File: src/sv/heightmap_triangle_height_query_top_defines.svh
// ----------------------------------------------------------------------------
// Assertion macros for the heightmap triangle height query block
// Shared concurrent assertion forms, clocked on clk_i; only HTQ_ASSERT is disabled while rst_ni is low.
// ----------------------------------------------------------------------------
`ifndef HEIGHTMAP_TRIANGLE_HEIGHT_QUERY_TOP_DEFINES_SVH
`define HEIGHTMAP_TRIANGLE_HEIGHT_QUERY_TOP_DEFINES_SVH

// Checked only while the block is out of reset.
`define HTQ_ASSERT(lbl, prop, msg) \
  lbl: assert property (@(posedge clk_i) disable iff (!rst_ni) prop) else $error(msg);

// Checked at every clock edge, reset included.
`define HTQ_ASSERT_ALWAYS(lbl, prop, msg) \
  lbl: assert property (@(posedge clk_i) prop) else $error(msg);

`endif

File: src/sv/htq_pkg.sv
`timescale 1ns / 1ps
// ----------------------------------------------------------------------------
// htq_pkg
// Widths, codes and shared types of the heightmap triangle height query block.
// ----------------------------------------------------------------------------
package htq_pkg;

  localparam int GRID_CELLS  = 64;
  localparam int SAMPLE_BITS = 8;

  // Fixed field widths.
  localparam int BS_W    = 7;
  localparam int SP_W    = 16;
  localparam int INV_W   = 24;
  localparam int SC_W    = 16;
  localparam int OFS_W   = 24;
  localparam int IDX_W   = 7;
  localparam int SMPIN_W = 8;
  localparam int Q_W     = 24;
  localparam int H_W     = 26;

  // Fixed-point layout.
  localparam int Q_FRAC    = 8;
  localparam int FRAC_BITS = 16;
  localparam int FRAC_W    = FRAC_BITS + 1;
  localparam int CELL_SH   = Q_FRAC + FRAC_BITS;
  localparam logic [FRAC_W-1:0] FRAC_ONE = FRAC_W'(1 << FRAC_BITS);

  localparam int W_W    = BS_W + SP_W;
  localparam int PS_W   = Q_W + 2;
  localparam int PROD_W = W_W + INV_W;
  localparam int D_W    = SAMPLE_BITS + 1;
  localparam int PP_W   = D_W + FRAC_W + 1;
  localparam int RS_W   = PP_W + 2;
  localparam int R_W    = SAMPLE_BITS + FRAC_BITS;
  localparam int M_W    = R_W + SC_W;
  localparam int HS_W   = H_W + 2;
  localparam int H_MAX  = (1 << (H_W - 1)) - 1;
  localparam int H_MIN  = -(1 << (H_W - 1));

  // Height store banks: one bank per row and column parity.
  localparam int BANKS      = 4;
  localparam int BANK_SIDE  = GRID_CELLS / 2 + 1;
  localparam int BANK_DEPTH = BANK_SIDE * BANK_SIDE;
  localparam int BANK_AW    = $clog2(BANK_DEPTH);

  // Queues.
  localparam int QUEUE_DEPTH = 8;
  localparam int OUT_DEPTH   = 8;
  localparam int CNT_W       = $clog2(QUEUE_DEPTH + OUT_DEPTH) + 1;

  // Item kinds.
  localparam logic KIND_LOAD  = 1'b0;
  localparam logic KIND_QUERY = 1'b1;

  // Configuration register indexes.
  localparam int CFG_IDX_W = 3;
  localparam int CFG_DAT_W = 24;
  localparam logic [CFG_IDX_W-1:0] CFG_BLOCK_SIZE      = 3'd0;
  localparam logic [CFG_IDX_W-1:0] CFG_VERTEX_SPACING  = 3'd1;
  localparam logic [CFG_IDX_W-1:0] CFG_INVERSE_SPACING = 3'd2;
  localparam logic [CFG_IDX_W-1:0] CFG_HEIGHT_SCALE    = 3'd3;
  localparam logic [CFG_IDX_W-1:0] CFG_HEIGHT_OFFSET   = 3'd4;

  typedef logic [SAMPLE_BITS-1:0] smp_t;

  typedef struct packed {
    logic [BS_W-1:0]         n;
    logic [W_W-1:0]          w;
    logic [INV_W-1:0]        inv;
    logic [SC_W-1:0]         scale;
    logic signed [OFS_W-1:0] offset;
  } cfg_t;

  // One classified word between the front and the back.
  typedef struct packed {
    logic              kind;
    logic              outside;
    logic [IDX_W-1:0]  row;
    logic [IDX_W-1:0]  col;
    logic [FRAC_W-1:0] fx;
    logic [FRAC_W-1:0] fz;
    smp_t              sample;
  } entry_t;

endpackage

File: src/sv/htq_queue.sv
`timescale 1ns / 1ps
// ----------------------------------------------------------------------------
// htq_queue
// Short queue of classified words between the front and the back.
// ----------------------------------------------------------------------------
module htq_queue (
  input  logic                       clk_i,
  input  logic                       rst_ni,
  input  logic                       push_i,
  input  htq_pkg::entry_t            entry_i,
  input  logic                       pop_i,
  output logic                       valid_o,
  output htq_pkg::entry_t            entry_o,
  output logic [htq_pkg::CNT_W-1:0]  cnt_o
);
  import htq_pkg::*;
  `include "heightmap_triangle_height_query_top_defines.svh"

  localparam int QA_W = $clog2(QUEUE_DEPTH);

  entry_t            slot_q [QUEUE_DEPTH];
  logic [QA_W-1:0]   wp_q, rp_q;
  logic [CNT_W-1:0]  cnt_q;

  always_ff @(posedge clk_i) begin
    if (push_i) begin
      slot_q[wp_q] <= entry_i;
    end
  end

  always_ff @(posedge clk_i or negedge rst_ni) begin
    if (!rst_ni) begin
      wp_q  <= '0;
      rp_q  <= '0;
      cnt_q <= '0;
    end else begin
      if (push_i) wp_q <= wp_q + 1'b1;
      if (pop_i)  rp_q <= rp_q + 1'b1;
      cnt_q <= cnt_q + CNT_W'(push_i) - CNT_W'(pop_i);
    end
  end

  assign valid_o = (cnt_q != '0);
  assign entry_o = slot_q[rp_q];
  assign cnt_o   = cnt_q;

  `HTQ_ASSERT(a_queue_no_overflow, push_i |-> (cnt_q < CNT_W'(QUEUE_DEPTH)), "queue overflow")
  `HTQ_ASSERT(a_queue_no_underflow, pop_i |-> valid_o, "pop from empty queue")
  `HTQ_ASSERT(a_queue_cnt_range, cnt_q <= CNT_W'(QUEUE_DEPTH), "queue count out of range")

endmodule

File: config.mk
export PLATFORM = sky130hd
export DESIGN_NAME = htq_queue
export DESIGN_NICKNAME = d
export VERILOG_FILES = /design/src/sv/htq_pkg.sv /design/src/sv/htq_queue.sv
export VERILOG_INCLUDE_DIRS = /design/src /design/src/sv
export SDC_FILE = /design/constraint.sdc
export NUM_CORES = 1
export LEC_CHECK = 0
export BUFFER_PORTS_ARGS = -buffer_cell sky130_fd_sc_hd__buf_2
export CAP_MARGIN = 20
export CORE_MARGIN = 2
export CORE_UTILIZATION = 33
export DETAILED_ROUTE_END_ITERATION = 8
export REMOVE_ABC_BUFFERS = 1
export SLEW_MARGIN = 10
export SYNTH_ARGS = -nofsm -noshare
export SYNTH_HDL_FRONTEND = slang
export SYNTH_SLANG_ARGS = --single-unit
File: constraint.sdc
create_clock -name clk_i -period 5.9 [get_ports clk_i]
set_input_delay 0.295 -clock clk_i [delete_from_list [all_inputs] [get_ports clk_i]]
set_output_delay 0.295 -clock clk_i [all_outputs]
set_load 0.1 [all_outputs]
== Word-level counts from Yosys, hierarchy flattened ==
Memory sizes are Yosys's and may differ from the RTL's.
Cells that the tools add are included.
Word-level totals
  output and inout port bits: 64
  input bits: 62
  RAM bits: 464
  register bits: 11
  word-level logic and storage cells: 11
  memories: 1
  memory bits (read-only): 0
  latch bits: 0
Operators by class
  bitwise gates (word level): 0
  eq/ne operators: 0
  multiply operators: 0
  shifts and indexed selects: 0
  divide/modulo/power cells: 0
  reduce and logical (&&, ||, !) cells: 1
  magnitude comparators: 0
  $add $sub $neg: 4
  muxes and demuxes: 2
Memory list
  slot_q: words 8, bits a word 58, read ports 1, clocked after Yosys merged registers in 0, wr ports 1, line htq_queue.sv:21  | entry_t slot_q [QUEUE_DEPTH];
Operator list (count)
  $add A3 B1 Y3 const B: 2
  $add A5 B1 Y5: 1
  $reduce_bool A5 Y1: 1
  $sub A5 B1 Y5: 1
  $mux W1: 2

== Logic depth before layout (Yosys ltp) ==
  word-level depth: 2
  mapped depth: 9
  mapped depth without buffers: 9

== Worst setup path before layout ==
No wires, ideal clock.
  path type: register -> register
  from: register wp_q[1]
  to: memory slot_q[0][0] in the netlist's numbering (enable)
  arrival time: 4.522 ns
  path buffers: 0
  period minus slack after synthesis: 5.067 ns
  data required time: 5.355 ns
  cell stages (with the launch flop): 3
  slack: 0.833 ns
  library setup time: 0.545 ns
  cells stage by stage: dfrtp_1 -> nand2b_1 -> nor3_1
RTL lines
  from (decl): line htq_queue.sv:22  | logic [QA_W-1:0] wp_q, rp_q;
  from (signal assigned): line htq_queue.sv:37  | if (push_i) wp_q <= wp_q + 1'b1;
  to (decl): line htq_queue.sv:21
No word-level cell before the write port.

==> reports/results.txt <==
Status: complete, no violations
GRT Overall Usage: 13.0%
Area of the multi-input gates: 3640 µm²
Root Buffer: clkbuf_16
Chip Width: 238 µm
Core Footprint: 53900 µm²
Via count of the first global-routing pass: 8835
Area of the die: 56500 µm²
Fillers: 4681
Maximum Capacitance Violations: 0
Dpl cell area: 19500 µm²
CTS tree: done
Initial antenna violation count: 2
Slew Limit Fails: 0
Later-pin clock latency in the skew report: 570 ps
Worst setup EP type: output pin
Initial Util: 33.4%
CTS H-Tree Depth: 2
Post-synth ARST share: 2.32%
Storage cell area: 14200 µm²
Setup Skew: 14.9 ps
First-pass GRT wire length: 54600 µm
Die height: 238 µm
Routed vias/inst: 4.79
Worst Hold Class: input port to asynchronous set/reset pin
Syn_area_per_cell: 24.6 µm²
Largest net degree at the start of global routing: 48
Share of layout cells above drive strength 1: 40.1%
Compound-gate portion of the synthesized area: 0.0972%
Initial DRC count: 550
Fin crit share: 63.8%
Library cells used by synthesis: 21
Post-cts resize count: 0
Max_slew headroom: 29.5%
Setup Viol. Count Final: 0
I/O Pins: 126
Grt ovf: 0
First-pass DRT Iterations: 6
Synth Area in XOR/XNOR: 0.389%
DR WL/cell: 21.5 µm
Post-synth top flop: edfxtp_1
Reg clk slew, reported paths: 60 ps
Core Rows: 85
Final HPWL DP: 18900 µm
Mux cell area share after synthesis: 18.3%
WS Path Type: register to output pin
Fin area: 21800 µm²
CTS Buf Count: 49
Post-Route WL: 36200 µm
Ys Warns: 0
Crit path time final: 3760 ps
P&R area growth vs syn: 21.1%
Synth Area in Adders: 0.667%
Cell area after synthesis: 18000 µm²
Final WS setup: 2140 ps
CP Max Fanout: 47
DR DRC count: 0
Simple logic cell fraction of the synthesized area: 0.514%
#FFs+latches synth: 475
Worst Hold Slack: 129 ps
Routability Congestion: 0.694
Seq/Total Area, Yosys: 78.9%
Worst Max-Slew Pin Slew: 1050 ps
Crit start category: register
Post-synth EDFFs: 464
Final hold vios: 0
Worst EP arrival: 3470 ps
Critical Path Start: rp_q[0]$_DFFE_PN0P_
Max Freq: 266 MHz
Via count: 8078
Post-DRT Antenna Nets: 0
Nets: 1023
RSZ-0062 raised after global routing: false
Required time worst endpoint: 5610 ps
Launching point of the worst reg2reg path: wp_q[2]$_DFFE_PN0P_
Max Buffers Root-to-Sink: 3
Pre-CTS WS: 2610 ps
Main combinational cell family by area after synthesis: multiplexers
Synth Instances: 731
Port Buffers: 125
Num Clock Sinks: 475
-- cell usage after synthesis, types with 4 or more instances --
library cell | n | area (µm²)
edfxtp_1 | 464 | 13900
mux4_2 | 116 | 2610
mux2_2 | 60 | 676
clkbuf_1 | 15 | 56.3
buf_2 | 13 | 65.1
dfrtp_1 | 11 | 275
ha_1 | 8 | 100
inv_1 | 8 | 30.0
nor2_1 | 7 | 26.3
buf_6 | 4 | 45.0
nand2_1 | 4 | 15.0
nand2b_1 | 4 | 25.0
xnor2_1 | 4 | 35.0
xor2_1 | 4 | 35.0
-- layout by cell type (no fill, tap or decap), types with 6 or more instances in the layout --
cell / n
nor2_4: 6
buf_4: 13
clkbuf_1: 11
dfrtp_1: 8
ha_1: 8
clkbuf_16: 51
dlygate4sd3_1: 61
mux4_2: 116
clkinv_1: 10
buf_2: 125
mux2_2: 60
inv_1: 8
bufinv_16: 6
edfxtp_1: 464
-- sequential cells by signal (all words and copies together), names as in the netlist --
signal  cells
cnt_o       5
rp_q        3
slot_q    464
wp_q        3
-- critical path: stages, from the launching register on --
cell	delay, ps
dfrtp_4	1080
buf_4	620
mux4_2	570
mux2_2	270
buf_2	290
-- timing repair --
| item | 4_1_cts | 5_1_grt |
|---|---|---|
| hold endpoints to repair | 477 | 0 |
| hold buffers | 61 | 0 |
| setup buffers | 0 | 0 |
-- logic make-up (layout without fill, tap and decap cells) --
| kind of cell | after synthesis | in the layout |
|---|---|---|
| flops | 475 | 475 |
| mux | 176 | 176 |
| buf+inv | 41 | 299 |
| simple gates | 19 | 19 |
| fa+ha+maj | 9 | 9 |
| xor+xnor | 8 | 8 |
| compound gates | 3 | 3 |
| other cells | 0 | 2 |
-- layout make-up --
type,instances,area share [%]
flip-flops and latches,475,65.2
clock buffers,64,6.17
multi-input cells,215,16.7
clock inverters,24,1.26
well taps,696,3.99
diodes,2,0.0229
repair buffers,203,6.52
inverters,8,0.138
-- path summary, 6_finish.rpt --
path                                                 to  slack [ps]  depth (start not counted)
worst min register to register      wp_q[1]$_DFFE_PN0P_         560                          1
worst max-delay path                        entry_o[54]        2140                          4
worst min-delay path                 cnt_o[0]$_DFF_PN0_         130                          2
max in group asynchronous           rp_q[0]$_DFFE_PN0P_        5520                          2
min in group clk_i                  wp_q[0]$_DFFE_PN0P_         530                          3
worst max register to register  slot_q[3][21]$_DFFE_PP_        3230                          3
-- layer usage --
layer | routed length [µm] | GRT usage (%) | vias to the layer above
li1 | - | - | 3554
met1 | 16500 | 17.7 | 4326
met2 | 17600 | 21.3 | 145
met3 | 1430 | 2.88 | 53
met4 | 723 | 3.41 | 0
met5 | 0 | 0 | -
-- stage by stage --
stage | cells | utilization (%) | setup TNS, ps
finish | 1687 | 40.4 | 0
global route | 1687 | 40.4 | 0
CTS | 1683 | 40.3 | 0
detailed placement | 1534 | 36.2 | 0
global placement | 1534 | 36.2 | 0
floorplan | 698 | - | -4330
Power is not shown: default switching activity piles up to over one toggle a cycle in this logic, so the estimate is an artifact.
