[src/sv/heightmap_triangle_height_query_top_defines.svh]
// ----------------------------------------------------------------------------
// Assertion macros for the heightmap triangle height query block
// Shared concurrent assertion forms, clocked on clk_i; only HTQ_ASSERT is disabled while rst_ni is low.
// ----------------------------------------------------------------------------
`ifndef HEIGHTMAP_TRIANGLE_HEIGHT_QUERY_TOP_DEFINES_SVH
`define HEIGHTMAP_TRIANGLE_HEIGHT_QUERY_TOP_DEFINES_SVH

// Checked only while the block is out of reset.
`define HTQ_ASSERT(lbl, prop, msg) \
  lbl: assert property (@(posedge clk_i) disable iff (!rst_ni) prop) else $error(msg);

// Checked at every clock edge, reset included.
`define HTQ_ASSERT_ALWAYS(lbl, prop, msg) \
  lbl: assert property (@(posedge clk_i) prop) else $error(msg);

`endif

[src/sv/htq_pkg.sv]
`timescale 1ns / 1ps
// ----------------------------------------------------------------------------
// htq_pkg
// Widths, codes and shared types of the heightmap triangle height query block.
// ----------------------------------------------------------------------------
package htq_pkg;

  localparam int GRID_CELLS  = 64;
  localparam int SAMPLE_BITS = 8;

  // Fixed field widths.
  localparam int BS_W    = 7;
  localparam int SP_W    = 16;
  localparam int INV_W   = 24;
  localparam int SC_W    = 16;
  localparam int OFS_W   = 24;
  localparam int IDX_W   = 7;
  localparam int SMPIN_W = 8;
  localparam int Q_W     = 24;
  localparam int H_W     = 26;

  // Fixed-point layout.
  localparam int Q_FRAC    = 8;
  localparam int FRAC_BITS = 16;
  localparam int FRAC_W    = FRAC_BITS + 1;
  localparam int CELL_SH   = Q_FRAC + FRAC_BITS;
  localparam logic [FRAC_W-1:0] FRAC_ONE = FRAC_W'(1 << FRAC_BITS);

  localparam int W_W    = BS_W + SP_W;
  localparam int PS_W   = Q_W + 2;
  localparam int PROD_W = W_W + INV_W;
  localparam int D_W    = SAMPLE_BITS + 1;
  localparam int PP_W   = D_W + FRAC_W + 1;
  localparam int RS_W   = PP_W + 2;
  localparam int R_W    = SAMPLE_BITS + FRAC_BITS;
  localparam int M_W    = R_W + SC_W;
  localparam int HS_W   = H_W + 2;
  localparam int H_MAX  = (1 << (H_W - 1)) - 1;
  localparam int H_MIN  = -(1 << (H_W - 1));

  // Height store banks: one bank per row and column parity.
  localparam int BANKS      = 4;
  localparam int BANK_SIDE  = GRID_CELLS / 2 + 1;
  localparam int BANK_DEPTH = BANK_SIDE * BANK_SIDE;
  localparam int BANK_AW    = $clog2(BANK_DEPTH);

  // Queues.
  localparam int QUEUE_DEPTH = 8;
  localparam int OUT_DEPTH   = 8;
  localparam int CNT_W       = $clog2(QUEUE_DEPTH + OUT_DEPTH) + 1;

  // Item kinds.
  localparam logic KIND_LOAD  = 1'b0;
  localparam logic KIND_QUERY = 1'b1;

  // Configuration register indexes.
  localparam int CFG_IDX_W = 3;
  localparam int CFG_DAT_W = 24;
  localparam logic [CFG_IDX_W-1:0] CFG_BLOCK_SIZE      = 3'd0;
  localparam logic [CFG_IDX_W-1:0] CFG_VERTEX_SPACING  = 3'd1;
  localparam logic [CFG_IDX_W-1:0] CFG_INVERSE_SPACING = 3'd2;
  localparam logic [CFG_IDX_W-1:0] CFG_HEIGHT_SCALE    = 3'd3;
  localparam logic [CFG_IDX_W-1:0] CFG_HEIGHT_OFFSET   = 3'd4;

  typedef logic [SAMPLE_BITS-1:0] smp_t;

  typedef struct packed {
    logic [BS_W-1:0]         n;
    logic [W_W-1:0]          w;
    logic [INV_W-1:0]        inv;
    logic [SC_W-1:0]         scale;
    logic signed [OFS_W-1:0] offset;
  } cfg_t;

  // One classified word between the front and the back.
  typedef struct packed {
    logic              kind;
    logic              outside;
    logic [IDX_W-1:0]  row;
    logic [IDX_W-1:0]  col;
    logic [FRAC_W-1:0] fx;
    logic [FRAC_W-1:0] fz;
    smp_t              sample;
  } entry_t;

endpackage

[src/sv/htq_if.sv]
`timescale 1ns / 1ps
// ----------------------------------------------------------------------------
// htq_in_if / htq_out_if
// Valid/ready channels for load and query words and for height results.
// ----------------------------------------------------------------------------
interface htq_in_if;
  import htq_pkg::*;
  logic                  valid;
  logic                  ready;
  logic                  kind;
  logic [IDX_W-1:0]      grid_row;
  logic [IDX_W-1:0]      grid_col;
  logic [SMPIN_W-1:0]    sample_value;
  logic signed [Q_W-1:0] query_x;
  logic signed [Q_W-1:0] query_z;

  modport source (output valid, kind, grid_row, grid_col, sample_value, query_x, query_z,
                  input ready);
  modport sink   (input valid, kind, grid_row, grid_col, sample_value, query_x, query_z,
                  output ready);
endinterface


[src/sv/htq_front.sv]
`timescale 1ns / 1ps
// ----------------------------------------------------------------------------
// htq_front
// Accepts words, centers query points, checks the extent and finds the cell.
// ----------------------------------------------------------------------------
module htq_front (
  input  logic                       clk_i,
  input  logic                       rst_ni,
  htq_in_if.sink                     in_i,
  input  htq_pkg::cfg_t              cfg_i,
  input  logic [htq_pkg::CNT_W-1:0]  q_cnt_i,
  output logic                       push_o,
  output htq_pkg::entry_t            entry_o
);
  import htq_pkg::*;

  typedef struct packed {
    logic [IDX_W-1:0]  idx;
    logic [FRAC_W-1:0] frac;
  } cell_t;

  function automatic cell_t to_cell(input logic [PROD_W-1:0] p, input logic [BS_W-1:0] n);
    cell_t                       c;
    logic [PROD_W-CELL_SH-1:0]   whole;
    whole = p[PROD_W-1:CELL_SH];
    if (whole >= (PROD_W-CELL_SH)'(n)) begin
      c.idx  = IDX_W'(n - 1'b1);
      c.frac = FRAC_ONE;
    end else begin
      c.idx  = whole[IDX_W-1:0];
      c.frac = {1'b0, p[CELL_SH-1:Q_FRAC]};
    end
    return c;
  endfunction

  logic                  accept;
  logic [CNT_W-1:0]      fill;

  logic                  v0_q, kind0_q;
  logic [IDX_W-1:0]      row0_q, col0_q;
  smp_t                  smp0_q;
  logic signed [Q_W-1:0] qx0_q, qz0_q;

  logic signed [PS_W-1:0] w_s, half_s, px_s, pz_s;
  logic                   q_out, load_bad;

  logic                  v1_q, kind1_q, out1_q;
  logic [IDX_W-1:0]      row1_q, col1_q;
  smp_t                  smp1_q;
  logic [W_W-1:0]        px1_q, pz1_q;

  logic                  v2_q, kind2_q, out2_q;
  logic [IDX_W-1:0]      row2_q, col2_q;
  smp_t                  smp2_q;
  logic [PROD_W-1:0]     prx2_q, prz2_q;
  cell_t                 cx, cz;

  // Everything in flight ahead of the queue holds a queue slot.
  assign fill       = q_cnt_i + CNT_W'(v0_q) + CNT_W'(v1_q) + CNT_W'(v2_q);
  assign in_i.ready = fill < CNT_W'(QUEUE_DEPTH);
  assign accept     = in_i.valid && in_i.ready;

  always_ff @(posedge clk_i or negedge rst_ni) begin
    if (!rst_ni) begin
      v0_q <= 1'b0;
      v1_q <= 1'b0;
      v2_q <= 1'b0;
    end else begin
      v0_q <= accept;
      v1_q <= v0_q;
      v2_q <= v1_q;
    end
  end

  always_ff @(posedge clk_i) begin
    kind0_q <= in_i.kind;
    row0_q  <= in_i.grid_row;
    col0_q  <= in_i.grid_col;
    smp0_q  <= smp_t'(in_i.sample_value);
    qx0_q   <= in_i.query_x;
    qz0_q   <= in_i.query_z;
  end

  // Center the point on the patch, z flipped.
  always_comb begin
    w_s      = $signed(PS_W'(cfg_i.w));
    half_s   = $signed(PS_W'(cfg_i.w >> 1));
    px_s     = PS_W'(qx0_q) + half_s;
    pz_s     = half_s - PS_W'(qz0_q);
    q_out    = (px_s < 0) || (px_s > w_s) || (pz_s < 0) || (pz_s > w_s);
    load_bad = (row0_q > IDX_W'(GRID_CELLS)) || (col0_q > IDX_W'(GRID_CELLS));
  end

  // For a load the outside bit marks a sample that lands beyond the grid.
  always_ff @(posedge clk_i) begin
    kind1_q <= kind0_q;
    out1_q  <= (kind0_q == KIND_QUERY) ? q_out : load_bad;
    row1_q  <= row0_q;
    col1_q  <= col0_q;
    smp1_q  <= smp0_q;
    px1_q   <= px_s[W_W-1:0];
    pz1_q   <= pz_s[W_W-1:0];
  end

  always_ff @(posedge clk_i) begin
    kind2_q <= kind1_q;
    out2_q  <= out1_q;
    row2_q  <= row1_q;
    col2_q  <= col1_q;
    smp2_q  <= smp1_q;
    prx2_q  <= PROD_W'(px1_q) * PROD_W'(cfg_i.inv);
    prz2_q  <= PROD_W'(pz1_q) * PROD_W'(cfg_i.inv);
  end

  always_comb begin
    cx = to_cell(prx2_q, cfg_i.n);
    cz = to_cell(prz2_q, cfg_i.n);
    entry_o.kind    = kind2_q;
    entry_o.outside = out2_q;
    entry_o.sample  = smp2_q;
    if (kind2_q == KIND_QUERY) begin
      entry_o.row = cz.idx;
      entry_o.col = cx.idx;
      entry_o.fx  = cx.frac;
      entry_o.fz  = cz.frac;
    end else begin
      entry_o.row = row2_q;
      entry_o.col = col2_q;
      entry_o.fx  = '0;
      entry_o.fz  = '0;
    end
  end

  assign push_o = v2_q;

endmodule

[src/flat_wrapper.sv]
// flat-port wrapper written by rule: the top's interface ports become plain ports
module htq_front_flat import htq_pkg::*;
  (clk_i, rst_ni, cfg_i, q_cnt_i, push_o, entry_o, in_i_valid, in_i_kind, in_i_grid_row, in_i_grid_col, in_i_sample_value, in_i_query_x, in_i_query_z, in_i_ready);
  htq_in_if in_i_i ();
  input  logic clk_i;
  input  logic rst_ni;
  input  htq_pkg::cfg_t cfg_i;
  input  logic [htq_pkg::CNT_W-1:0] q_cnt_i;
  output logic push_o;
  output htq_pkg::entry_t entry_o;
  input wire logic [$bits(in_i_i.valid)-1:0] in_i_valid;
  input wire logic [$bits(in_i_i.kind)-1:0] in_i_kind;
  input wire logic [$bits(in_i_i.grid_row)-1:0] in_i_grid_row;
  input wire logic [$bits(in_i_i.grid_col)-1:0] in_i_grid_col;
  input wire logic [$bits(in_i_i.sample_value)-1:0] in_i_sample_value;
  input wire logic [$bits(in_i_i.query_x)-1:0] in_i_query_x;
  input wire logic [$bits(in_i_i.query_z)-1:0] in_i_query_z;
  output wire logic [$bits(in_i_i.ready)-1:0] in_i_ready;
  assign in_i_i.valid = in_i_valid;
  assign in_i_i.kind = in_i_kind;
  assign in_i_i.grid_row = in_i_grid_row;
  assign in_i_i.grid_col = in_i_grid_col;
  assign in_i_i.sample_value = in_i_sample_value;
  assign in_i_i.query_x = in_i_query_x;
  assign in_i_i.query_z = in_i_query_z;
  assign in_i_ready = in_i_i.ready;
  htq_front u_core (.clk_i(clk_i), .rst_ni(rst_ni), .in_i(in_i_i), .cfg_i(cfg_i), .q_cnt_i(q_cnt_i), .push_o(push_o), .entry_o(entry_o));
endmodule
[config.mk]
export PLATFORM = sky130hd
export DESIGN_NAME = htq_front_flat
export DESIGN_NICKNAME = d
export VERILOG_FILES = /design/src/sv/heightmap_triangle_height_query_top_defines.svh /design/src/sv/htq_pkg.sv /design/src/sv/htq_if.sv /design/src/sv/htq_front.sv /design/src/flat_wrapper.sv
export SDC_FILE = /design/constraint.sdc
export NUM_CORES = 2
export LEC_CHECK = 0
export BUFFER_PORTS_ARGS = -buffer_cell sky130_fd_sc_hd__buf_2
export CAP_MARGIN = 20
export CORE_UTILIZATION = 33
export CTS_CLUSTER_DIAMETER = 80
export DETAILED_ROUTE_END_ITERATION = 10
export PLACE_DENSITY = 0.52
export SYNTH_ARGS = -nofsm -noshare
export SYNTH_HDL_FRONTEND = slang
export SYNTH_SLANG_ARGS = --single-unit
[constraint.sdc]
create_clock -name clk_i -period 21.2 [get_ports clk_i]
set_input_delay 1.06 -clock clk_i [delete_from_list [all_inputs] [get_ports clk_i]]
set_output_delay 1.06 -clock clk_i [all_outputs]
set_load 0.05 [all_outputs]
# Word-level counts from Yosys, hierarchy flattened
# Index checks and enable logic that the tools add are counted.
[word_totals] reg_bits=262 in_bits=173 output_inout_bits=60 wordCells=49
[op_classes] addsub=6 mul=2 order_cmp=9 n_mux=4 n_reduce_logical=5
[op_table] op="23-bit by 24-bit multiplier with 47-bit output" n=2
[op_table] op="25-bit by 24-bit > comparator with 1-bit output" n=2
[op_table] op="25-bit by 1-bit less-than comparator with 1-bit output (second input constant)" n=2
[op_table] op="24-bit 2-to-1 mux" n=2
[op_table] op="48-bit 2-to-1 mux" n=1
[op_table] op="23-bit by 7-bit greater-or-equal comparator with 1-bit output" n=2
[op_table] op="24-bit by 23-bit adder with 25-bit output" n=1
[op_table] op="23-bit by 24-bit subtractor with 25-bit output" n=1
[op_table] op="5-bit by 1-bit adder with 5-bit output" n=3
[op_table] op="7-bit > comparator (second input constant)" n=2
[op_table] op="7-bit by 1-bit subtractor with 7-bit output (second input constant)" n=1
[op_table] op="5-bit by 4-bit less-than comparator with 1-bit output (second input constant)" n=1
[op_table] op="1-bit logical OR" n=4
[op_table] op="1-bit logical AND" n=1
[op_table] op="1-bit 2-to-1 mux" n=1

# Depth between registers and ports, before layout
[depth] word_depth=6 mapped_depth=28

# Worst setup path after synthesis
# Ideal clock, no wire load.
[synth_path] path_kind="input to register" start="input cfg_i[53] in the netlist's numbering" end="register u_core.prz2_q[41]" setup_time_ps=153 t_arrival_ps=7571 required_time_ps=21047 setup_slack_ps=13476 cell_stages=26 path_cell_list="clkbuf_1 clkbuf_1 nand2_1 fa_1 fa_1 fa_1 inv_1 fa_1 inv_1 fa_1 inv_1 fa_1 inv_1 fa_1 inv_1 ha_1 a21oi_2 o21ai_2 o22ai_1 a211oi_2 o211ai_2 a2111oi_2 nor2_1 o31a_1 nand3_1 o311ai_2"
[synth_between] elab_chain_cells=1
[synth_lines] item="start, declared" line="flat_wrapper.sv:7" source="input htq_pkg::cfg_t cfg_i;"
[synth_lines] item="23-bit by 24-bit multiplier with 47-bit output" line="htq_front.sv:112" source="prz2_q <= PROD_W'(pz1_q) * PROD_W'(cfg_i.inv);"
[synth_lines] item="end signal, assigned" line="htq_front.sv:112"
[synth_lines] item="end, declared" line="htq_front.sv:55" source="logic [PROD_W-1:0] prx2_q, prz2_q;"
# No other way between the ends.

# Worst setup path after layout
[layout_path] start="input cfg_i[51] in the netlist's numbering" end="register u_core.prz2_q[41]"
# Same word-level chain as after synthesis.

==> metrics list <==
- In this run the clock root is driven by a clkbuf_16.
- Of the cells placed in the final design, the portion with a size suffix greater than 1 is 7.70%.
- The number of antenna violations at the first check in global routing came to 4.
* Post-Synthesis Mean Instance Area: 9.20 sq um
* Wire per inst: 18.7 um
- Number of vias in the routed layout: between 30000 and 40000
- The later pin in the worst-skew pair is clocked with a latency of about 600 ps.
* Final weighted congestion of routability-driven global placement: roughly 0.85
- Final period util: about two fifths
* Gr usage total: about a fifth
- Final period demand of the worst path: 8380 ps
* Finish-stage setup viols: 0
* Remaining max-slew budget at the tightest pin: 22.4%
- Data on the critical path is required at its endpoint by around 22000 ps.
* Cell taking the most area after synthesis: fa_1
- Vias in the first global route: 34100
- Number of synthesized register bits: 246
* Total nets after synthesis: 6377
* Worst EP arrival: 8820 ps
- Status: finished, violations left
- In this run the biggest area consumer among cell types represents between 40% and 50% of the synthesized area.
* Type of destination of the critical path: register
- By instance count, the cell type seen most on the critical path is fa_1.
- Startpoint type of the worst setup path: primary input
- The count of final hold-check violations is 0.
- Post-CTS Setup Inserts: 0
* DPL Wire Length: around 95000 um
- Setup clock skew after layout: 30.5 ps
- Number of instances in the synthesized netlist: 4839
- Core area: 134000 sq um
- CTS sink cnt: 246
* Maximum number of pins on one net before global-route repair: 53
- At the pin with the least slew margin, the transition time is 1160 ps.
- Rows: 134
* Path category of the worst min-delay check: primary input to asynchronous set/reset pin
* Quantity of gates resized following cts: 0
- Proportion of synthesized chip area in sequential cells: 11.1%
* Max-slew violation count: 0
- Die H: 369 um
- Effective utilization at floorplan: about a third
- After synthesis, the netlist uses 70 different library cells.
* Failing checks: DRC
* Most common library cell in the layout ignoring fill and taps: inv_1
* Net count of the finished layout: 6454
- Worst R2R Setup Slack: around 14000 ps
- Derived from the worst setup path, the maximum achievable clock frequency is about 120 MHz.
- In the routed layout, each cell is associated on average with a via count of 4.78.
- Ys Warns: 0
- Kind of critical path: primary input to register
* Clock slew seen by the registers of the worst setup and hold paths: 60 ps
- For this block, the initial DRC count from the detailed router was 1581.
- In the layout the commonest cells are 1088 x inv_1, 919 x fa_1, 684 x nand2_1.
- Predominant post-synthesis flop cell: dfxtp_1
- In this run the worst path has a maximum fanout of 34.
- 233 I/O pins were placed.
* Num CTS Buffers: 37
* Number of flops mapped to enable cells by yosys: 0
- Proportion of synthesized flip-flops having asynchronous set or reset: around 1.2%
* DIE WIDTH: 369 um
- On the worst path, the slowest cell contributes a delay of 740 ps.
* Detailed-routing iteration count for the pre-antenna-repair pass: 8
* Htree depth: 2
- After clock tree synthesis, the flow added hold-fix buffers numbering 0.
- First-pass GRT wire length: 198000 um
- Remaining global-route overflow: 0
* Number of nets with antenna violations after detailed routing: 0
* Cell with the largest stage delay on the worst path: a2111oi_2
- The area growth from synthesis to layout is 9.43%.
- Final routed DRC violation total: 36
* Total die area: 136000 sq um
* Maximum clock insertion buffer count: 3
- Final wirelength: 125000 um
- Max-cap violations in this run came to 0.
- The mapped netlist covers 44500 sq um.
- Input/output buffers: 192
- Sum Neg Setup Slack: 0 ps
- Setup repair after global routing left no endpoint under its margin.
- Most area-consuming cells after synthesis: fa_1 41%, ha_1 13%, dfxtp_1 11%, inv_1 9.2%, and2_1 6.7%
* CTS tree: yes
area by class of cell:
cell class / count / area [sq um]
clock buffer: 44 / 992
clock inverter: 24 / 308
tap: 1768 / 2210
sequential: 246 / 4940
timing repair buffer: 265 / 1520
antenna: 2 / 5.00
inverter: 1088 / 4080
multi-input combinational: 3278 / 34700
fill: 13800 / 84900
critical path: cells and delay by family:
kind	cells	cell delay, ps
fa+ha+maj	8	3840
compound gates	7	2110
simple gates	4	640
buf+inv	6	1130
state kept, by name, summed over array words and instances (netlist names), 7 cells and up:
register	cells
u_core.prx2_q	39
u_core.row1_q	7
u_core.pz1_q	23
u_core.col1_q	7
u_core.row0_q	7
u_core.px1_q	23
u_core.smp1_q	8
u_core.qz0_q	24
u_core.col2_q	7
u_core.row2_q	7
u_core.smp0_q	8
u_core.prz2_q	39
u_core.qx0_q	24
u_core.col0_q	7
u_core.smp2_q	8
through the flow:
step	area (sq um)	utilization (%)	instances	hold slack [ps]	setup WS (ps)
final	48700	36.5	6715	243	12820
after CTS	48700	36.5	6713	197	12890
after global routing	48700	36.5	6713	214	12530
after floorplan	44500	-	4839	310	13480
after detailed placement	47400	35.5	6645	312	12260
after global placement	47400	35.5	6643	310	12270
cells in the mapped netlist (61+ instances only):
master and instances:
a21oi_1 107, nor2_1 70, dfxtp_1 243, nand2_1 684
a21o_1 71, o21ai_0 61, and2_1 478, ha_1 446
clkbuf_1 221, fa_1 919, xnor2_1 75, inv_1 1088
metal layers:
metal | global-route usage, % | routed length (um)
met4 | 4.36 | 2650
met1 | 25.1 | 54500
met2 | 32.0 | 61000
met3 | 2.82 | 7290
met5 | 0 | 10
cell families (layout without fill, tap and decap cells):
kind of cell | Yosys count | in the layout | synth area share (%)
buffers and inverters | 1315 | 1421 | 11.1
adder cells (fa/ha/maj) | 1365 | 1365 | 53.9
other | 0 | 2 | 0
XOR/XNOR | 122 | 122 | 2.42
AO/OA/AOI/OAI | 363 | 363 | 5.48
flip-flops | 246 | 246 | 11.1
AND/OR/NAND/NOR | 1406 | 1406 | 15.5
multiplexers | 22 | 22 | 0.554
path summary, 6_finish.rpt:
check | start | to | cells past startpoint
max reg2reg | u_core.pz1_q[5]$_DFF_P_ | u_core.prz2_q[41]$_DFF_P_ | 26
min reg2reg | u_core.col1_q[1]$_DFF_P_ | u_core.col2_q[1]$_DFF_P_ | 0
min | rst_ni | u_core.v0_q$_DFF_PN0_ | 1
max | cfg_i[51] | u_core.prz2_q[41]$_DFF_P_ | 25
min in group clk_i | u_core.col1_q[1]$_DFF_P_ | u_core.col2_q[1]$_DFF_P_ | 0
max in group asynchronous | rst_ni | u_core.push_o$_DFF_PN0_ | 1
Power is not shown: default switching activity piles up to over one toggle a cycle in this logic, so the estimate is an artifact.
