**src/sv/heightmap_triangle_height_query_top_defines.svh**
```systemverilog
// ----------------------------------------------------------------------------
// Assertion macros for the heightmap triangle height query block
// Shared concurrent assertion forms, clocked on clk_i; only HTQ_ASSERT is disabled while rst_ni is low.
// ----------------------------------------------------------------------------
`ifndef HEIGHTMAP_TRIANGLE_HEIGHT_QUERY_TOP_DEFINES_SVH
`define HEIGHTMAP_TRIANGLE_HEIGHT_QUERY_TOP_DEFINES_SVH

// Checked only while the block is out of reset.
`define HTQ_ASSERT(lbl, prop, msg) \
  lbl: assert property (@(posedge clk_i) disable iff (!rst_ni) prop) else $error(msg);

// Checked at every clock edge, reset included.
`define HTQ_ASSERT_ALWAYS(lbl, prop, msg) \
  lbl: assert property (@(posedge clk_i) prop) else $error(msg);

`endif

```
**src/sv/htq_pkg.sv**
```systemverilog
`timescale 1ns / 1ps
// ----------------------------------------------------------------------------
// htq_pkg
// Widths, codes and shared types of the heightmap triangle height query block.
// ----------------------------------------------------------------------------
package htq_pkg;

  localparam int GRID_CELLS  = 64;
  localparam int SAMPLE_BITS = 8;

  // Fixed field widths.
  localparam int BS_W    = 7;
  localparam int SP_W    = 16;
  localparam int INV_W   = 24;
  localparam int SC_W    = 16;
  localparam int OFS_W   = 24;
  localparam int IDX_W   = 7;
  localparam int SMPIN_W = 8;
  localparam int Q_W     = 24;
  localparam int H_W     = 26;

  // Fixed-point layout.
  localparam int Q_FRAC    = 8;
  localparam int FRAC_BITS = 16;
  localparam int FRAC_W    = FRAC_BITS + 1;
  localparam int CELL_SH   = Q_FRAC + FRAC_BITS;
  localparam logic [FRAC_W-1:0] FRAC_ONE = FRAC_W'(1 << FRAC_BITS);

  localparam int W_W    = BS_W + SP_W;
  localparam int PS_W   = Q_W + 2;
  localparam int PROD_W = W_W + INV_W;
  localparam int D_W    = SAMPLE_BITS + 1;
  localparam int PP_W   = D_W + FRAC_W + 1;
  localparam int RS_W   = PP_W + 2;
  localparam int R_W    = SAMPLE_BITS + FRAC_BITS;
  localparam int M_W    = R_W + SC_W;
  localparam int HS_W   = H_W + 2;
  localparam int H_MAX  = (1 << (H_W - 1)) - 1;
  localparam int H_MIN  = -(1 << (H_W - 1));

  // Height store banks: one bank per row and column parity.
  localparam int BANKS      = 4;
  localparam int BANK_SIDE  = GRID_CELLS / 2 + 1;
  localparam int BANK_DEPTH = BANK_SIDE * BANK_SIDE;
  localparam int BANK_AW    = $clog2(BANK_DEPTH);

  // Queues.
  localparam int QUEUE_DEPTH = 8;
  localparam int OUT_DEPTH   = 8;
  localparam int CNT_W       = $clog2(QUEUE_DEPTH + OUT_DEPTH) + 1;

  // Item kinds.
  localparam logic KIND_LOAD  = 1'b0;
  localparam logic KIND_QUERY = 1'b1;

  // Configuration register indexes.
  localparam int CFG_IDX_W = 3;
  localparam int CFG_DAT_W = 24;
  localparam logic [CFG_IDX_W-1:0] CFG_BLOCK_SIZE      = 3'd0;
  localparam logic [CFG_IDX_W-1:0] CFG_VERTEX_SPACING  = 3'd1;
  localparam logic [CFG_IDX_W-1:0] CFG_INVERSE_SPACING = 3'd2;
  localparam logic [CFG_IDX_W-1:0] CFG_HEIGHT_SCALE    = 3'd3;
  localparam logic [CFG_IDX_W-1:0] CFG_HEIGHT_OFFSET   = 3'd4;

  typedef logic [SAMPLE_BITS-1:0] smp_t;

  typedef struct packed {
    logic [BS_W-1:0]         n;
    logic [W_W-1:0]          w;
    logic [INV_W-1:0]        inv;
    logic [SC_W-1:0]         scale;
    logic signed [OFS_W-1:0] offset;
  } cfg_t;

  // One classified word between the front and the back.
  typedef struct packed {
    logic              kind;
    logic              outside;
    logic [IDX_W-1:0]  row;
    logic [IDX_W-1:0]  col;
    logic [FRAC_W-1:0] fx;
    logic [FRAC_W-1:0] fz;
    smp_t              sample;
  } entry_t;

endpackage

```
**src/sv/htq_cfg.sv**
```systemverilog
`timescale 1ns / 1ps
// ----------------------------------------------------------------------------
// htq_cfg
// Configuration registers, with the clamped cell count and patch width.
// ----------------------------------------------------------------------------
module htq_cfg (
  input  logic                           clk_i,
  input  logic                           rst_ni,
  input  logic                           cfg_we_i,
  input  logic [htq_pkg::CFG_IDX_W-1:0]  cfg_idx_i,
  input  logic [htq_pkg::CFG_DAT_W-1:0]  cfg_data_i,
  output htq_pkg::cfg_t                  cfg_o
);
  import htq_pkg::*;

  logic [BS_W-1:0]         bs_q;
  logic [SP_W-1:0]         sp_q;
  logic [INV_W-1:0]        inv_q;
  logic [SC_W-1:0]         sc_q;
  logic signed [OFS_W-1:0] ofs_q;
  logic [BS_W-1:0]         n_d, n_q;
  logic [W_W-1:0]          w_q;

  always_ff @(posedge clk_i or negedge rst_ni) begin
    if (!rst_ni) begin
      bs_q  <= BS_W'(64);
      sp_q  <= SP_W'(256);
      inv_q <= INV_W'(65536);
      sc_q  <= SC_W'(256);
      ofs_q <= '0;
    end else if (cfg_we_i) begin
      unique case (cfg_idx_i)
        CFG_BLOCK_SIZE:      bs_q  <= cfg_data_i[BS_W-1:0];
        CFG_VERTEX_SPACING:  sp_q  <= cfg_data_i[SP_W-1:0];
        CFG_INVERSE_SPACING: inv_q <= cfg_data_i[INV_W-1:0];
        CFG_HEIGHT_SCALE:    sc_q  <= cfg_data_i[SC_W-1:0];
        CFG_HEIGHT_OFFSET:   ofs_q <= $signed(cfg_data_i[OFS_W-1:0]);
        default: ;
      endcase
    end
  end

  always_comb begin
    if (bs_q == '0) begin
      n_d = BS_W'(1);
    end else if (bs_q > BS_W'(GRID_CELLS)) begin
      n_d = BS_W'(GRID_CELLS);
    end else begin
      n_d = bs_q;
    end
  end

  // The clamped size and the width are registered again after the configuration registers,
  // settling before any word accepted after a write reaches the stage that uses them.
  always_ff @(posedge clk_i or negedge rst_ni) begin
    if (!rst_ni) begin
      n_q <= BS_W'(64);
      w_q <= W_W'(64 * 256);
    end else begin
      n_q <= n_d;
      w_q <= W_W'(n_d) * W_W'(sp_q);
    end
  end

  assign cfg_o.n      = n_q;
  assign cfg_o.w      = w_q;
  assign cfg_o.inv    = inv_q;
  assign cfg_o.scale  = sc_q;
  assign cfg_o.offset = ofs_q;

endmodule

```
**config.mk**
```make
export PLATFORM = sky130hd
export DESIGN_NAME = htq_cfg
export DESIGN_NICKNAME = d
export VERILOG_FILES = /design/src/sv/heightmap_triangle_height_query_top_defines.svh /design/src/sv/htq_pkg.sv /design/src/sv/htq_cfg.sv
export SDC_FILE = /design/constraint.sdc
export NUM_CORES = 1
export LEC_CHECK = 0
export BUFFER_PORTS_ARGS = -buffer_cell sky130_fd_sc_hd__clkbuf_2
export CAP_MARGIN = 20
export CORE_ASPECT_RATIO = 0.75
export CORE_MARGIN = 2
export CORE_UTILIZATION = 50
export CTS_CLUSTER_DIAMETER = 30
export DETAILED_ROUTE_END_ITERATION = 10
export PLACE_DENSITY = 0.73
export SETUP_SLACK_MARGIN = 0.2
export SLEW_MARGIN = 15
export SYNTH_ARGS = -nofsm -noshare
export SYNTH_HDL_FRONTEND = slang
export SYNTH_SLANG_ARGS = --single-unit
```
**constraint.sdc**
```tcl
create_clock -name clk_i -period 8.4 [get_ports clk_i]
set_input_delay 0.42 -clock clk_i [delete_from_list [all_inputs] [get_ports clk_i]]
set_output_delay 0.42 -clock clk_i [all_outputs]
set_load 0.03 [all_outputs]
```
# After elaboration in Yosys (flattened, before gate mapping)
# Cells that the tools add are included.
op_classes:
  multipliers: 1
  n_lt_le_gt_ge: 1
  n_eq_ne: 4
  muxes: 2
  n_reduce_logical: 7
op_table:
  columns: ["cell", "n"]
  rows:
  - ["$mul 7x16->23", 1]
  - ["$mux 7", 2]
  - ["$reduce_and 2->1", 5]
  - ["$gt 7x7->1 const B", 1]
  - ["$logic_not 7->1", 1]
  - ["$eq 3x2->1 const B", 2]
  - ["$eq 3x1->1 const B", 1]
  - ["$eq 3x3->1 const B", 1]
  - ["$logic_not 3->1", 1]
totals:
  ff_bits: 117
  in_bits: 30
  word_cells: 22

# Longest topological paths before layout
# Gate-level depths: netlist of run 1.
logic_depth:
  depth_word: 4
  mapped_depth: 19

# Worst setup path after synthesis of run 1
# No wires, ideal clock.
synth_timing:
  path_kind: "register -> register"
  start: "register bs_q[6]"
  end: "register w_q[22]"
  setup_time_ps: 126
  arrival_time_ps: 4662
  setup_slack_ps: 3612
  stages_incl_launch_ff: 17
  path_buffers: 2
  period_less_slack_ps: 4788
  cell_sequence: "dfstp_2 clkbuf_1 nor2b_1 clkbuf_1 and2_1 fa_1 fa_1 fa_1 inv_1 fa_1 inv_1 ha_1 a21oi_2 o21ai_2 o311ai_0 nand2_1 a311o_1"
synth_via:
  elab_chain_len: 4
  elab_cells_between_ends: 5
  classes_between: "1 x mul; 1 x order compare; 2 x mux; 1 x reduce/logical"
synth_lines:
  columns: ["item", "line", "source"]
  rows:
  - ["from (decl)", "htq_cfg.sv:16", "logic [BS_W-1:0] bs_q;"]
  - ["from (signal assigned)", "htq_cfg.sv:33", "CFG_BLOCK_SIZE: bs_q <= cfg_data_i[BS_W-1:0];"]
  - ["$gt 7x7->1", "htq_cfg.sv:46", "end else if (bs_q > BS_W'(GRID_CELLS)) begin"]
  - ["$mux 7", "htq_cfg.sv:46", null]
  - ["$mux 7 (*)", "htq_cfg.sv:44", "if (bs_q == '0) begin"]
  - ["named net n_d[4]", "htq_cfg.sv:21", "logic [BS_W-1:0] n_d, n_q;"]
  - ["$mul 7x16->23 (*)", "htq_cfg.sv:61", "w_q <= W_W'(n_d) * W_W'(sp_q);"]
  - ["to (signal assigned)", "htq_cfg.sv:58", "w_q <= W_W'(64 * 256);"]
  - ["to (signal assigned)", "htq_cfg.sv:61", null]
  - ["to (decl)", "htq_cfg.sv:22", "logic [W_W-1:0] w_q;"]
# The timed path passes the listed nets; every way through them passes the cells marked *.
# A chain may end at the register's enable or synchronous reset.

# Worst setup path in the final report of run 1
layout_timing:
  start: "register bs_q[6]"
  end: "register w_q[22]"
layout_via:
  elab_chain_len: 4
  elab_cells_between_ends: 5
  classes_between: "1 x mul; 1 x order compare; 2 x mux; 1 x reduce/logical"
layout_lines:
  columns: ["item", "line"]
  rows:
  - ["$gt 7x7->1", "htq_cfg.sv:46"]
  - ["$mux 7", "htq_cfg.sv:46"]
  - ["$mux 7 (*)", "htq_cfg.sv:44"]
  - ["$mul 7x16->23 (*)", "htq_cfg.sv:61"]
# Mark *: on every way between the ends. The rest lies on a longest branch, timed or not.

==> results of run 1 <==
-- Yosys cell counts (3+ instances only) --
library cell               instances
sky130_fd_sc_hd__ha_1             41
sky130_fd_sc_hd__xor2_1            8
sky130_fd_sc_hd__mux2_2           87
sky130_fd_sc_hd__o21ai_0          10
sky130_fd_sc_hd__nand2_1          52
sky130_fd_sc_hd__a21oi_2           5
sky130_fd_sc_hd__a21o_1            3
sky130_fd_sc_hd__xnor2_1          10
sky130_fd_sc_hd__dfstp_2           6
sky130_fd_sc_hd__fa_1             69
sky130_fd_sc_hd__a21oi_1          23
sky130_fd_sc_hd__nor3_1            3
sky130_fd_sc_hd__nor2_1           13
sky130_fd_sc_hd__o21ai_2           3
sky130_fd_sc_hd__inv_1            70
sky130_fd_sc_hd__and2_1           82
sky130_fd_sc_hd__buf_2             6
sky130_fd_sc_hd__nor2b_1           7
sky130_fd_sc_hd__clkbuf_1          8
sky130_fd_sc_hd__nand3_1           6
sky130_fd_sc_hd__buf_4             5
sky130_fd_sc_hd__dfrtp_1         111
-- final timing paths --
check / depth (start not counted) / startpoint / slack (ps) / end
max in group asynchronous: 4 / rst_ni / 6650 / w_q[14]
setup / recovery: 14 / bs_q[6] / 3060 / w_q[22]
min in group asynchronous: 2 / rst_ni / 520 / sc_q[2]
hold reg to reg: 1 / sc_q[6] / 500 / sc_q[6]
setup reg to reg: 14 / bs_q[6] / 3060 / w_q[22]
hold / removal: 2 / cfg_data_i[23] / 260 / ofs_q[23]
-- metrics by stage --
step           hold WS, ps  instances
6_report               257       1007
5_1_grt                253       1007
4_1_cts                236       1001
3_5_place_dp           414        969
3_3_place_gp           392        969
2_1_floorplan          124        660
-- area by class of cell --
cell class / instances / area (um^2)
flip-flops and latches: 117 / 2940
clock buffers: 23 / 468
well taps: 205 / 256
repair buffers: 131 / 708
clock inverters: 8 / 105
inverters: 70 / 263
multi-input cells: 453 / 4420
fillers: 1278 / 6020
-- state kept, by name, indices dropped and copies added (netlist names) --
signal  cells
bs_q        7
sp_q       16
inv_q      24
w_q        23
ofs_q      24
n_q         7
sc_q       16
-- layout by cell type (no fill, tap or decap), types with 7 or more instances in the layout --
cell and count:
sky130_fd_sc_hd__inv_1 70, sky130_fd_sc_hd__xor2_1 8, sky130_fd_sc_hd__clkbuf_2 122, sky130_fd_sc_hd__fa_1 69, sky130_fd_sc_hd__dfrtp_1 111, sky130_fd_sc_hd__nor2b_1 7
sky130_fd_sc_hd__a21oi_1 23, sky130_fd_sc_hd__nor2_1 12, sky130_fd_sc_hd__and2_1 82, sky130_fd_sc_hd__xnor2_1 10, sky130_fd_sc_hd__mux2_2 87, sky130_fd_sc_hd__o21ai_0 10
sky130_fd_sc_hd__clkbuf_16 17, sky130_fd_sc_hd__nand2_1 52, sky130_fd_sc_hd__ha_1 41
-- power by group --
part           switching (mW)  internal, mW  total [mW]
combinational            1.24         0.763        2.01
sequential              0.104         0.738       0.843
clock                   0.255         0.451       0.706
total                    1.60          1.95        3.56
-- critical path: cells and delay by family (launching register included) --
family / cells / cell delay [ps]
compound gates: 4 / 1040
fa+ha+maj: 5 / 2400
buf+inv: 2 / 90
flops: 1 / 480
simple gates: 3 / 1200
-- metal layers --
layer	global-route usage [%]	vias to the layer above	routed length (um)
met5	0	-	0
met4	5.58	0	155
met3	4.71	11	837
met2	36.9	143	8060
met1	28.1	2747	7170
li1	-	2406	-
-- logic make-up after synthesis --
| family | Yosys count |
|---|---|
| DFF | 117 |
| buffers and inverters | 90 |
| AOI/OAI and AO/OA | 58 |
| xor gates and xnor gates | 18 |
| muxes | 88 |
| and+or+nand+nor | 179 |
| adders and majority gates | 110 |
==> out/qor.json, run 1 <==
{
  "dominant_combinational_cell_family_by_area_after_synthesis": {"value": "adder cells"},
  "synth-seq-area-share": {"value": 38.0, "unit": "%"},
  "max_clock_freq": {"value": 0.187, "unit": "GHz"},
  "worst_ep_arrival_time": {"value": 5630, "unit": "ps"},
  "grt_start_max_net_pins": {"value": 81},
  "cts_buffers": {"value": 17},
  "route.detailed.vias_per_inst": {"value": 5.27},
  "outcome": {"value": "completed"},
  "cts_buffer_depth": {"value": 2},
  "synth_fp_nets": {"value": 800},
  "synthArstFlopShare": {"value": 100, "unit": "%"},
  "clkSinkCount": {"value": 117},
  "detail_route.drc_violations": {"value": 0},
  "rsz0062_at_grt": {"value": "no"},
  "yosys_register_bits": {"value": 117},
  "worst_case_headroom_to_the_max_slew_limit": {"value": 28.8, "unit": "%"},
  "power.total": {"value": 3.56, "unit": "mW"},
  "syn-mean-instance-area": {"value": 11.7, "unit": "um^2"},
  "maxSlewViolCount": {"value": 0},
  "floorplan.die_area": {"value": 0.0165, "unit": "mm^2"},
  "endpoint_kind": {"value": "register"},
  "cts.hold.buffers_added": {"value": 1},
  "timing.clock.skew": {"value": 12.9, "unit": "ps"},
  "grt_pass1_wl": {"value": 28300, "unit": "um"},
  "grt_use_total": {"value": 21.5, "unit": "%"},
  "ys.warnings.count": {"value": 0},
  "die_x": {"value": 147, "unit": "um"},
  "cts_tree": {"value": "built"},
  "post_route_fraction_of_the_period_consumed_by_the_critical_path": {"value": 63.6, "unit": "%"},
  "timing.critical_path.slowest_stage_cell": {"value": "sky130_fd_sc_hd__nor2b_1"},
  "post_synth_num_cell_types": {"value": 49},
  "synth_edf_count": {"value": 0},
  "cts.clk_slew.worst_paths": {"value": 60, "unit": "ps"},
  "post_synth_main_area_contributors": {"value": "sky130_fd_sc_hd__dfrtp_1, sky130_fd_sc_hd__fa_1, sky130_fd_sc_hd__mux2_2"},
  "final_util": {"value": 60.4, "unit": "%"},
  "power_density": {"value": 388, "unit": "mW/mm^2"},
  "placementRows": {"value": 39},
  "path_cells": {"value": "nor2b_1 -> and2_1 -> fa_1 -> fa_1 -> fa_1 -> inv_1 -> fa_1 -> inv_1 -> ha_1 -> a21oi_2 -> o21ai_2 -> o311ai_0 -> nand2_1 -> a311o_1"},
  "timing.final.setup_violations": {"value": 0},
  "cts.repair.resized": {"value": 0},
  "postLayoutSetupSlackWorst": {"value": 3060, "unit": "ps"},
  "floorplan.io_pins": {"value": 124},
  "routed_wirelength": {"value": 16200, "unit": "um"},
  "post_synthesis_simple_gate_area_fraction": {"value": 12.7, "unit": "%"},
  "min_path_type": {"value": "primary input to register"},
  "num_vias": {"value": 5307},
  "grt_pass1_vias": {"value": 5836},
  "synth_area_leader_cell": {"value": "sky130_fd_sc_hd__dfrtp_1"},
  "path_max_fanout": {"value": 24},
  "final_net_count": {"value": 930},
  "critical-path-max-stage-delay": {"value": 840, "unit": "ps"},
  "postPlaceCellArea": {"value": 0.00850, "unit": "mm^2"},
  "type_of_element_launching_the_critical_path": {"value": "register"},
  "initial_utilization": {"value": 50.8, "unit": "%"},
  "remaining_global_route_overflow": {"value": 0},
  "worst_ir_drop_vdd": {"value": 0.214, "unit": "mV"},
  "yosys.area_share.adder": {"value": 24.6, "unit": "%"},
  "chipHeight": {"value": 112, "unit": "um"},
  "flow.area_growth_from_synthesis": {"value": 18.7, "unit": "%"},
  "antenna-diode-count": {"value": 0},
  "parity_gate_share_of_the_synthesized_area_counting_xor_and_xnor_cells": {"value": 2.04, "unit": "%"},
  "drtIter0Drc": {"value": 258},
  "worst-slew-pin-transition": {"value": 1070, "unit": "ps"},
  "cellLeakagePower": {"value": 4.53, "unit": "nW"},
  "clkLatencyLatePin": {"value": 410, "unit": "ps"},
  "cts.root.buffer_cell": {"value": "sky130_fd_sc_hd__clkbuf_16"},
  "synth-main-ff-cell": {"value": "sky130_fd_sc_hd__dfrtp_1"},
  "muxShareOfSynthArea": {"value": 12.8, "unit": "%"},
  "place_congestion": {"value": 0.949},
  "max_cap_violations": {"value": 0},
  "wl_per_cell": {"value": 16.1, "unit": "um"},
  "cp_data_required_time": {"value": 8690, "unit": "ps"},
  "synth.top_cell.area_share": {"value": 36.0, "unit": "%"},
  "final_cell_area": {"value": 0.00916, "unit": "mm^2"},
  "synth_compound_area_share": {"value": 5.06, "unit": "%"},
  "crit_type": {"value": "register to register"},
  "post_route_antenna_net_violation_count": {"value": 0},
  "grt_antenna_before_repair": {"value": 0},
  "drt_first_pass_iters": {"value": 5},
  "core_area": {"value": 0.0152, "unit": "mm^2"},
  "dp.final_hpwl": {"value": 11900, "unit": "um"},
  "setup-tns-final": {"value": 0, "unit": "ps"},
  "clock_tree.htree_level_count": {"value": 4},
  "post_cts.repair.setup_buffers": {"value": 0},
  "port_buffers": {"value": 123},
  "timing_hold_violations_final": {"value": 0},
  "syn-cell-area": {"value": 0.00772, "unit": "mm^2"},
  "layout-drive-gt1-share": {"value": 34.2, "unit": "%"},
  "post_synth_inst_count": {"value": 660},
  "place_ws": {"value": 3030, "unit": "ps"},
  "finalWorstPathRequiredPeriod": {"value": 5340, "unit": "ps"},
  "cp_common_cell": {"value": "sky130_fd_sc_hd__fa_1"}
}
Power figures use the tool's default switching activity.
==> run 2, diff against run 1 <==
==> constraint.sdc (replaced) <==
create_clock -name clk_i -period 5.5 [get_ports clk_i]
set_input_delay 0.275 -clock clk_i [delete_from_list [all_inputs] [get_ports clk_i]]
set_output_delay 0.275 -clock clk_i [all_outputs]
set_load 0.03 [all_outputs]
==> run 2 against run 1 <==
  * Non-clock buffer count stayed put
  * Combinational power is 52% higher
  * Total power is 54% higher
  * Sequential cell count stayed put
  * Clock power is 59% higher
  * Critical path depth is 1 higher
  * Register-to-register slack worse by 2600 ps
  * Utilization is 0.19 points higher
  * Clock skew is 8.3 ps lower
  * Fmax is 5.5% higher
  * Highest routed layer unchanged
==> out/qor.json, run 2 (synthesized netlist as in run 1, its figures left out) <==
{
  "timing.critical_path.slowest_stage_cell": {"value": "sky130_fd_sc_hd__dfstp_4"},
  "floorplan.die_area": {"value": 0.0165, "unit": "mm^2", "change": "unchanged"},
  "outcome": {"value": "completed"},
  "clkLatencyLatePin": {"value": 410, "unit": "ps", "change": "about the same"},
  "post_route_fraction_of_the_period_consumed_by_the_critical_path": {"value": 92.0, "unit": "%", "change": "+28 points"},
  "timing.final.setup_violations": {"value": 0, "change": "unchanged"},
  "timing.clock.skew": {"value": 4.63, "unit": "ps", "change": "-8.28 ps"},
  "path_max_fanout": {"value": 24, "change": "unchanged"},
  "place_congestion": {"value": 0.941, "change": "-0.91%"},
  "port_buffers": {"value": 123, "change": "unchanged"},
  "setup-tns-final": {"value": 0, "unit": "ps", "change": "unchanged"},
  "post_cts.repair.setup_buffers": {"value": 0, "change": "unchanged"},
  "cellLeakagePower": {"value": 4.55, "unit": "nW", "change": "+0.49%"},
  "path_cells": {"value": "nor2b_1 -> buf_4 -> and2_1 -> fa_1 -> fa_1 -> fa_1 -> inv_1 -> fa_1 -> inv_1 -> ha_1 -> a21oi_2 -> o21ai_2 -> o311ai_0 -> nand2_1 -> a311o_1"},
  "seq_area": {"value": 0.00294, "unit": "mm^2", "change": "+0.13%"},
  "initial_utilization": {"value": 50.8, "unit": "%", "change": "unchanged"},
  "final_cell_area": {"value": 0.00919, "unit": "mm^2", "change": "+0.31%"},
  "max_cap_violations": {"value": 0, "change": "unchanged"},
  "critical_path.reg2reg.startpoint": {"value": "bs_q[6]"},
  "layout-drive-gt1-share": {"value": 34.4, "unit": "%", "change": "+0.21 points"},
  "layout.cells.most_common_list": {"value": "sky130_fd_sc_hd__clkbuf_2, sky130_fd_sc_hd__dfrtp_1, sky130_fd_sc_hd__mux2_2"},
  "timing_hold_violations_final": {"value": 0, "change": "unchanged"},
  "postPlaceCellArea": {"value": 0.00853, "unit": "mm^2", "change": "+0.35%"},
  "critical_path.n_buffers_inverters": {"value": 3, "change": "+1"},
  "worst_case_headroom_to_the_max_slew_limit": {"value": 42.4, "unit": "%", "change": "+14 points"},
  "crit_family": {"value": "adder cells"},
  "num_vias": {"value": 5249, "change": "-1.1%"},
  "worst-slew-pin-transition": {"value": 862, "unit": "ps", "change": "-205 ps"},
  "grt_pass1_vias": {"value": 5865, "change": "+0.50%"},
  "finalWorstPathRequiredPeriod": {"value": 5060, "unit": "ps", "change": "-279 ps"},
  "endpoint_kind": {"value": "register"},
  "detail_route.drc_violations": {"value": 0, "change": "unchanged"},
  "num-fill-cells": {"value": 1245, "change": "-2.6%"},
  "multi_input_area": {"value": 0.00443, "unit": "mm^2", "change": "+0.20%"},
  "type_of_element_launching_the_critical_path": {"value": "register"},
  "worstSetupStartpoint": {"value": "bs_q[6]"},
  "wl_per_cell": {"value": 15.8, "unit": "um", "change": "-2.1%"},
  "grt_use_total": {"value": 21.7, "unit": "%", "change": "+0.16 points"},
  "post_route_antenna_net_violation_count": {"value": 0, "change": "unchanged"},
  "floorplan.io_pins": {"value": 124, "change": "unchanged"},
  "route.detailed.vias_per_inst": {"value": 5.21, "change": "-1.2%"},
  "crit_type": {"value": "register to register"},
  "core_area": {"value": 0.0152, "unit": "mm^2", "change": "unchanged"},
  "grt_start_max_net_pins": {"value": 81, "change": "unchanged"},
  "top_regs": {"value": "inv_q x24, ofs_q x24, w_q x23"},
  "min_path_type": {"value": "primary input to register"},
  "clkSinkCount": {"value": 117, "change": "unchanged"},
  "grt_pass1_wl": {"value": 28300, "unit": "um", "change": "+0.24%"},
  "flow.area_growth_from_synthesis": {"value": 19.1, "unit": "%"},
  "cts.clk_slew.worst_paths": {"value": 60, "unit": "ps", "change": "about the same"},
  "remaining_global_route_overflow": {"value": 0, "change": "unchanged"},
  "max_clock_freq": {"value": 0.198, "unit": "GHz", "change": "+5.5%"},
  "cts_buffer_depth": {"value": 2, "change": "unchanged"},
  "worst_ep_arrival_time": {"value": 5350, "unit": "ps", "change": "-280 ps"},
  "cts_tree": {"value": "built"},
  "rsz0062_at_grt": {"value": "yes"},
  "worst_ir_drop_vdd": {"value": 0.295, "unit": "mV", "change": "+38%"},
  "final_net_count": {"value": 930, "change": "unchanged"},
  "critical-path-max-stage-delay": {"value": 750, "unit": "ps", "change": "-90 ps"},
  "drt_first_pass_iters": {"value": 4, "change": "-1"},
  "cts.root.buffer_cell": {"value": "sky130_fd_sc_hd__clkbuf_16"},
  "cts_buffers": {"value": 17, "change": "unchanged"},
  "final_common_cell": {"value": "sky130_fd_sc_hd__clkbuf_2"},
  "cp_data_required_time": {"value": 5790, "unit": "ps", "change": "-2900 ps"},
  "routed_wirelength": {"value": 15900, "unit": "um", "change": "-2.0%"},
  "grt_antenna_before_repair": {"value": 0, "change": "unchanged"},
  "placementRows": {"value": 39, "change": "unchanged"},
  "chipHeight": {"value": 112, "unit": "um", "change": "unchanged"},
  "clock_tree.htree_level_count": {"value": 4, "change": "unchanged"},
  "dp.final_hpwl": {"value": 11800, "unit": "um", "change": "-1.3%"},
  "power_density": {"value": 594, "unit": "mW/mm^2", "change": "+53%"},
  "die_x": {"value": 147, "unit": "um", "change": "unchanged"},
  "antenna-diode-count": {"value": 0, "change": "unchanged"},
  "maxSlewViolCount": {"value": 0, "change": "unchanged"},
  "min-delay-start": {"value": "cfg_data_i[18]"},
  "drtIter0Drc": {"value": 311, "change": "+21%"},
  "cp_common_cell": {"value": "sky130_fd_sc_hd__fa_1"}
}
[run 2: final timing paths]
check | end | slack [ps] | cells past startpoint
max in group asynchronous | w_q[14] | 3910 | 4
max | w_q[22] | 440 | 15
min in group asynchronous | ofs_q[2] | 360 | 2
min reg2reg | sc_q[1] | 500 | 1
max reg2reg | w_q[22] | 440 | 15
min | inv_q[18] | 100 | 2
[run 2: metal layers]
metal / share of wire, % / global-route usage [%] / wire, um / vias up
met3: 5.1 / 5.90 / 809 / 25
met4: 1.4 / 6.54 / 225 / 0
met2: 48 / 35.8 / 7620 / 150
met1: 46 / 28.3 / 7250 / 2658
met5: 0 / 0 / 0 / -
li1: - / - / - / 2416
[run 2: what timing repair did]
action | in CTS | in global routing
endpoints found under the setup margin | 2 | 1
pin swaps | 0 | 0
resized for setup | 2 | 2
endpoints found under the hold margin | 36 | 0
hold buffers | 1 | 0
[run 2: per-stage QoR]
stage / utilization (%) / worst slack [ps] / hold slack (ps) / instances / total power [mW]
3_5_place_dp: 56.2 / 214 / 265 / 973 / 4.34
5_1_grt: 60.5 / 193 / 91.7 / 1008 / 5.97
2_1_floorplan: - / 712 / -20.6 / 660 / 3.63
3_3_place_gp: 56.2 / 357 / 246 / 973 / 4.27
6_report: 60.5 / 439 / 105 / 1008 / 5.46
4_1_cts: 60.3 / 411 / 87.9 / 1006 / 5.51
[run 2: power breakdown]
group / internal (mW) / switching [mW]
registers: 1.13 / 0.161
logic: 1.17 / 1.88
clock network: 0.736 / 0.383
total: 3.03 / 2.43
[run 2: final cells by class]
type,count,share of cell area [%]
inverters,70,2.86
well taps,205,2.79
clock inverters,8,1.36
multi-input cells,453,48.2
clock buffers,24,5.13
repair buffers,131,7.63
flip-flops and latches,117,32.0
